$ cat src/sv/lfg_pkg.sv
// ----------------------------------------------------------------------------
// lfg_pkg
// Shared types and constants of the lag-273/607 additive uniform generator.
// ----------------------------------------------------------------------------
`default_nettype none

package lfg_pkg;

  localparam int RING_DEPTH = 607;
  localparam int FRAC_BITS  = 24;
  localparam int SHORT_LAG  = 273;
  localparam int LAG_OFFSET = RING_DEPTH - SHORT_LAG;
  localparam int PTR_W      = $clog2(RING_DEPTH);
  localparam int COUNT_W    = 7;
  localparam int SEED_W     = 15;
  localparam int MAX_DRAW   = 64;

  localparam logic CMD_DRAW = 1'b0;
  localparam logic CMD_SEED = 1'b1;

  typedef struct packed {
    logic               cmd;
    logic [COUNT_W-1:0] count;
    logic [SEED_W-1:0]  seed_value;
  } lfg_in_t;

  typedef struct packed {
    logic [FRAC_BITS-1:0] value;
    logic                 last;
    logic                 not_seeded;
  } lfg_out_t;

  typedef struct packed {
    logic                 valid;
    logic                 last;
    logic [PTR_W-1:0]     idx;
    logic [FRAC_BITS-1:0] word;
  } lfg_word_t;

  typedef enum logic [1:0] {
    ST_IDLE,
    ST_DRAW,
    ST_SEED
  } ctrl_state_t;

  typedef enum logic [2:0] {
    GS_IDLE,
    GS_INIT,
    GS_MUL,
    GS_MOD,
    GS_MULC,
    GS_MODC,
    GS_BIT
  } gen_state_t;

endpackage

`default_nettype wire

$ cat src/sv/lfg_seed_gen.sv
// ----------------------------------------------------------------------------
// lfg_seed_gen
// Seed bit generator: combined mod-179 / mod-169 sequences, one bit per pass
// through the MUL, MOD, MULC, MODC and BIT states, emits one ring word every 24 bits, most significant bit first.
// ----------------------------------------------------------------------------
`default_nettype none

module lfg_seed_gen (
  input  logic                       clk,
  input  logic                       rst_n,
  input  logic                       start,
  input  logic [lfg_pkg::SEED_W-1:0] seed,
  output lfg_pkg::lfg_word_t         word_o
);
  import lfg_pkg::*;

  localparam int VAL_W        = 8;
  localparam int PROD_W       = 16;
  localparam int LIN_W        = 14;
  localparam int BIT_W        = $clog2(FRAC_BITS);
  localparam int PRIME_A      = 179;
  localparam int MOD_D        = 169;
  localparam int DIV_IJ       = 177;
  localparam int MOD_C        = 178;
  localparam int LCG_MUL      = 53;
  localparam int SEED_MOD     = 31328;
  localparam int DEFAULT_SEED = 1802;
  localparam int KL_SEED      = 9373;
  localparam int C_INIT       = (KL_SEED / MOD_D) % MOD_C + 1;
  localparam int D_INIT       = KL_SEED % MOD_D;
  localparam int TEST_BIT     = $clog2(32);
  localparam int LOW_W        = TEST_BIT + 1;

  typedef struct packed {
    logic [VAL_W-1:0] quo;
    logic [VAL_W-1:0] rem;
  } divmod_t;

  function automatic logic [VAL_W-1:0] mod_a(input logic [PROD_W-1:0] x);
    logic [PROD_W-1:0] r;
    r = x;
    for (int k = VAL_W - 1; k >= 0; k--) begin
      if (r >= (PROD_W'(PRIME_A) << k)) begin
        r = r - (PROD_W'(PRIME_A) << k);
      end
    end
    return r[VAL_W-1:0];
  endfunction

  function automatic logic [VAL_W-1:0] mod_d(input logic [LIN_W-1:0] x);
    logic [LIN_W-1:0] r;
    r = x;
    for (int k = 5; k >= 0; k--) begin
      if (r >= (LIN_W'(MOD_D) << k)) begin
        r = r - (LIN_W'(MOD_D) << k);
      end
    end
    return r[VAL_W-1:0];
  endfunction

  function automatic divmod_t div_ij(input logic [SEED_W-1:0] x);
    logic [SEED_W-1:0] r;
    divmod_t           res;
    r   = x;
    res = '0;
    for (int k = VAL_W - 1; k >= 0; k--) begin
      if (r >= (SEED_W'(DIV_IJ) << k)) begin
        r           = r - (SEED_W'(DIV_IJ) << k);
        res.quo[k]  = 1'b1;
      end
    end
    res.rem = r[VAL_W-1:0];
    return res;
  endfunction

  gen_state_t           state_r, state_nxt;
  logic [SEED_W-1:0]    ij_r, ij_nxt;
  logic [VAL_W-1:0]     a_r, a_nxt, b_r, b_nxt, c_r, c_nxt, d_r, d_nxt;
  logic [VAL_W-1:0]     t_r, t_nxt, m_r, m_nxt;
  logic [PROD_W-1:0]    prod_r, prod_nxt;
  logic [LIN_W-1:0]     lin_r, lin_nxt;
  logic [FRAC_BITS-1:0] acc_r, acc_nxt;
  logic [BIT_W-1:0]     bit_r, bit_nxt;
  logic [PTR_W-1:0]     ent_r, ent_nxt;
  logic [2*LOW_W-1:0]   dm_prod;
  logic                 gen_bit;
  logic                 word_done;
  logic                 ring_done;
  divmod_t              ij_dm;

  assign dm_prod   = {{LOW_W{1'b0}}, d_r[LOW_W-1:0]} * {{LOW_W{1'b0}}, m_r[LOW_W-1:0]};
  assign gen_bit   = dm_prod[TEST_BIT];
  assign word_done = (bit_r == BIT_W'(FRAC_BITS - 1));
  assign ring_done = (ent_r == PTR_W'(RING_DEPTH - 1));
  assign ij_dm     = div_ij(ij_r);

  always_comb begin : next_state
    state_nxt = state_r;
    case (state_r)
      GS_IDLE: if (start) state_nxt = GS_INIT;
      GS_INIT: state_nxt = GS_MUL;
      GS_MUL:  state_nxt = GS_MOD;
      GS_MOD:  state_nxt = GS_MULC;
      GS_MULC: state_nxt = GS_MODC;
      GS_MODC: state_nxt = GS_BIT;
      GS_BIT: begin
        if (word_done && ring_done) begin
          state_nxt = GS_IDLE;
        end else begin
          state_nxt = GS_MUL;
        end
      end
      default: state_nxt = GS_IDLE;
    endcase
  end

  always_comb begin : datapath
    ij_nxt   = ij_r;
    a_nxt    = a_r;
    b_nxt    = b_r;
    c_nxt    = c_r;
    d_nxt    = d_r;
    t_nxt    = t_r;
    m_nxt    = m_r;
    prod_nxt = prod_r;
    lin_nxt  = lin_r;
    acc_nxt  = acc_r;
    bit_nxt  = bit_r;
    ent_nxt  = ent_r;
    case (state_r)
      GS_IDLE: begin
        if (start) begin
          if (seed == '0) begin
            ij_nxt = SEED_W'(DEFAULT_SEED);
          end else if (seed >= SEED_W'(SEED_MOD)) begin
            ij_nxt = seed - SEED_W'(SEED_MOD);
          end else begin
            ij_nxt = seed;
          end
          bit_nxt = '0;
          ent_nxt = '0;
        end
      end
      GS_INIT: begin
        a_nxt = ij_dm.quo + VAL_W'(2);
        b_nxt = ij_dm.rem + VAL_W'(2);
        c_nxt = VAL_W'(C_INIT);
        d_nxt = VAL_W'(D_INIT);
      end
      GS_MUL: begin
        prod_nxt = {{(PROD_W-VAL_W){1'b0}}, a_r} * {{(PROD_W-VAL_W){1'b0}}, b_r};
        lin_nxt  = {{(LIN_W-VAL_W){1'b0}}, d_r} * LIN_W'(LCG_MUL) + LIN_W'(1);
      end
      GS_MOD: begin
        t_nxt = mod_a(prod_r);
        d_nxt = mod_d(lin_r);
      end
      GS_MULC: begin
        prod_nxt = {{(PROD_W-VAL_W){1'b0}}, t_r} * {{(PROD_W-VAL_W){1'b0}}, c_r};
      end
      GS_MODC: begin
        m_nxt = mod_a(prod_r);
      end
      GS_BIT: begin
        acc_nxt = {acc_r[FRAC_BITS-2:0], gen_bit};
        a_nxt   = b_r;
        b_nxt   = c_r;
        c_nxt   = m_r;
        if (word_done) begin
          bit_nxt = '0;
          ent_nxt = ent_r + PTR_W'(1);
        end else begin
          bit_nxt = bit_r + BIT_W'(1);
        end
      end
      default: begin
        acc_nxt = acc_r;
      end
    endcase
  end

  always_comb begin : outputs
    word_o.valid = (state_r == GS_BIT) && word_done;
    word_o.last  = ring_done;
    word_o.idx   = ent_r;
    word_o.word  = {acc_r[FRAC_BITS-2:0], gen_bit};
  end

  always_ff @(posedge clk) begin
    if (!rst_n) begin
      state_r <= GS_IDLE;
      bit_r   <= '0;
      ent_r   <= '0;
    end else begin
      state_r <= state_nxt;
      bit_r   <= bit_nxt;
      ent_r   <= ent_nxt;
    end
    ij_r   <= ij_nxt;
    a_r    <= a_nxt;
    b_r    <= b_nxt;
    c_r    <= c_nxt;
    d_r    <= d_nxt;
    t_r    <= t_nxt;
    m_r    <= m_nxt;
    prod_r <= prod_nxt;
    lin_r  <= lin_nxt;
    acc_r  <= acc_nxt;
  end

endmodule

`default_nettype wire

$ cat config.mk
export PLATFORM = sky130hd
export DESIGN_NAME = lfg_seed_gen
export DESIGN_NICKNAME = d
export VERILOG_FILES = /design/src/sv/lfg_pkg.sv /design/src/sv/lfg_seed_gen.sv
export SDC_FILE = /design/constraint.sdc
export NUM_CORES = 1
export LEC_CHECK = 0
export ABC_CLOCK_PERIOD_IN_PS = 28200
export BUFFER_PORTS_ARGS = -buffer_cell sky130_fd_sc_hd__buf_2
export CORE_MARGIN = 3
export CORE_UTILIZATION = 35
export DETAILED_ROUTE_END_ITERATION = 8
export PLACE_DENSITY = 0.52
export SETUP_SLACK_MARGIN = 0.02
export SLEW_MARGIN = 20
export SYNTH_ARGS = -nofsm -noshare
export SYNTH_HDL_FRONTEND = slang
export SYNTH_SLANG_ARGS = --single-unit
$ cat constraint.sdc
create_clock -name clk -period 28.2 [get_ports clk]
set_clock_uncertainty 0.15 [all_clocks]
set_input_delay 4.23 -clock clk [delete_from_list [all_inputs] [get_ports clk]]
set_output_delay 4.23 -clock clk [all_outputs]
set_load 0.05 [all_outputs]
==> impl_metrics.csv <==
group,metric,value,unit
timing,fin_crit_sh,48.8,%
global_route,grt_pass1_vias,17500,
clock_tree,h-tree-depth,4,
min_path,hold_path_class,"reg2reg",
placed_design,placed_area,0.0211,sq mm
die,start_util,35.5,%
timing,setup_viol,0,
synthesis,synthCells,2441,
worst_setup_path,cp_max_fo,15,
worst_setup_path,critPathRequiredTime,28210,ps
drt,wl_met2,24.1,mm
placed_design,placedCellCount,3180,
synthesis,synth_cell_types,126,
layout,fin_area,0.0217,sq mm
drt,topRoutingLayerUsed,"met5",
layout,drive_gt1_share,9.12,%
drt,routedWlPerCell,16.8,microns
drt,detail_route.first_pass.iterations,5,
synthesis,yosysWarningCount,0,
die,fp.dieW,246,microns
timing,worstMarginPinSlew,1060,ps
worst_setup_path,r2r_setup_slack,14430,ps
layout,layout.nets,2685,
die,core,0.0567,sq mm
clock_tree,ctsHoldBuffers,0,
clock_tree,clk_pin_slew_worst_paths,70,ps
placed_design,place_congestion,0.894,
drt,wl_met3,2.35,mm
placed_design,dp_hpwl,43.0,mm
clock_tree,clock_path_buffers,2,
synthesis,ys_ff_latch,134,
synthesis,netlist_area,0.0202,sq mm
timing,period_needed,13770,ps
synthesis,synth.avg_cell_area,8.26,sq um
drt,wl_met1,26.7,mm
timing,hold_viol_final,0,
global_route,grt_usage,17.8,%
timing,setup_tns,0,ps
drt,vias,18100,
worst_setup_path,critPathKind,"reg2reg",
synthesis,synthArstFlopShare,0,%
clock_tree,cts_buffers,17,
worst_setup_path,arrival,13770,ps
die,fp-row-count,87,
run_status,status,"completed",
layout,fin_cells,3211,
drt,drt_iter0_markers,1235,
worst_setup_path,cp_slowest_cell,"a211oi_2",
synthesis,yosysSeqAreaShare,19.1,%
worst_setup_path,end_kind,"flip-flop",
synthesis,synthFlopType,"edfxtp_1",
layout,final_common_cell,"nand2_1",
clock_tree,clock_sinks,134,
synthesis,synth-edff-count,116,
clock_tree,clk_latency,430,ps
clock_tree,cts.root.buffer_cell,"clkbuf_16",
timing,slew_headroom,29.5,%
layout,diodes,0,
global_route,grt_max_degree,47,
global_route,grt-ovfl-total,0,
timing,fmax,0.0726,GHz
die,die_h,246,microns
drt,drc,0,
die,io-pin-count,54,
global_route,grt_pass1_wl,90.4,mm
drt,ant_nets,0,
clock_tree,tritoncts,"done",
job,cap_violations,0,
global_route,grt_antenna_before_repair,2,
clock_tree,cts_setup_buffers,0,
layout,fillers,5828,
layout,final_cell_mix,"nand2_1, inv_1, nor2_1",
clock_tree,cts.repair.resized,0,
layout,syn2layout_area_growth,7.52,%
timing,final_max_slew_viol_count,0,
drt,drt_wl_total,54.1,mm
timing,rsz0062_at_grt,"false",
die,dieArea,0.0605,sq mm
worst_setup_path,worst_setup_path_start_kind,"flip-flop",
placed_design,port_buffers,53,
worst_setup_path,cp_slowest_stage_delay,910,ps
synthesis,synth_fp_nets,2683,
drt,viasPerCell,5.64,
-- worst max-delay path: cells and delay by family (launching register included) --
kind,cells,cell delay [ps]
flip-flops,1,550
buffers and inverters,3,610
AND/OR/NAND/NOR,18,4930
adder cells (fa/ha/maj),5,1480
XOR/XNOR,5,1600
AO/OA/AOI/OAI,13,3780
multiplexers,1,370
-- Yosys cell counts, types with 24 or more instances --
library cell  instances  area (sq um)
o21a_1               24           180
fa_1                 84          1680
nor4_1               27           169
edfxtp_1            116          3480
xor2_1               46           403
nand2_1             233           875
o211ai_1             29           218
and3_1               29           181
nand3_1              73           365
clkbuf_1             44           165
o21ai_0             117           586
a31oi_1              33           206
nor3_1               75           375
xnor2_1             127          1110
inv_1               192           721
a21o_1               30           225
a211oi_1             25           188
nor2_1              172           646
ha_1                140          1750
mux2i_1              33           330
or3_1                27           169
and2_1               98           613
a21oi_1             132           661
nand2b_1             32           200
-- through the flow --
stage	util, %	hold slack (ps)	worst slack [ps]
floorplan	-	308	17310
global placement	37.2	283	15110
detailed placement	37.2	279	14720
CTS	38.2	297	14670
global route	38.2	318	13260
finish	38.2	296	14430
-- final timing paths --
check | startpoint | end | cells past startpoint
setup / recovery | ij_r[7] | b_r[7] | 45
hold / removal | acc_r[11] | acc_r[12] | 0
setup reg to reg | ij_r[7] | b_r[7] | 45
hold reg to reg | acc_r[11] | acc_r[12] | 0
-- logic make-up after synthesis --
logic type | Yosys count | synth area share (%)
simple gates | 900 | 23.3
compound gates | 671 | 24.1
buf+inv | 276 | 5.51
fa+ha+maj | 224 | 17.0
xor+xnor | 179 | 8.00
flops | 134 | 19.1
mux | 57 | 2.98
-- sequential cells by signal, summed over array words and instances (netlist names) --
| register | cells |
|---|---|
| c_r | 8 |
| ij_r | 15 |
| ent_r | 10 |
| t_r | 8 |
| lin_r | 14 |
| m_r | 8 |
| d_r | 8 |
| state_r | 3 |
| bit_r | 5 |
| acc_r | 23 |
| a_r | 8 |
| prod_r | 16 |
| b_r | 8 |
-- routing by layer --
metal	track usage, %	vias up
met1	25.5	8716
li1	-	8940
met4	3.56	2
met2	28.1	377
met3	3.07	61
met5	0	-
-- layout make-up --
type                            instances  area (sq um)  share of cell area, %
Multi-Input combinational cell       2031         15200                   70.2
Sequential cell                       134          3840                   17.7
Tap cell                              756           946                   4.37
Inverter                              197           739                   3.41
Clock buffer                           17           425                   1.96
Timing Repair Buffer                   62           333                   1.54
Clock inverter                         14           164                  0.757
Power is not shown: default switching activity piles up to over one toggle a cycle in this logic, so the estimate is an artifact.
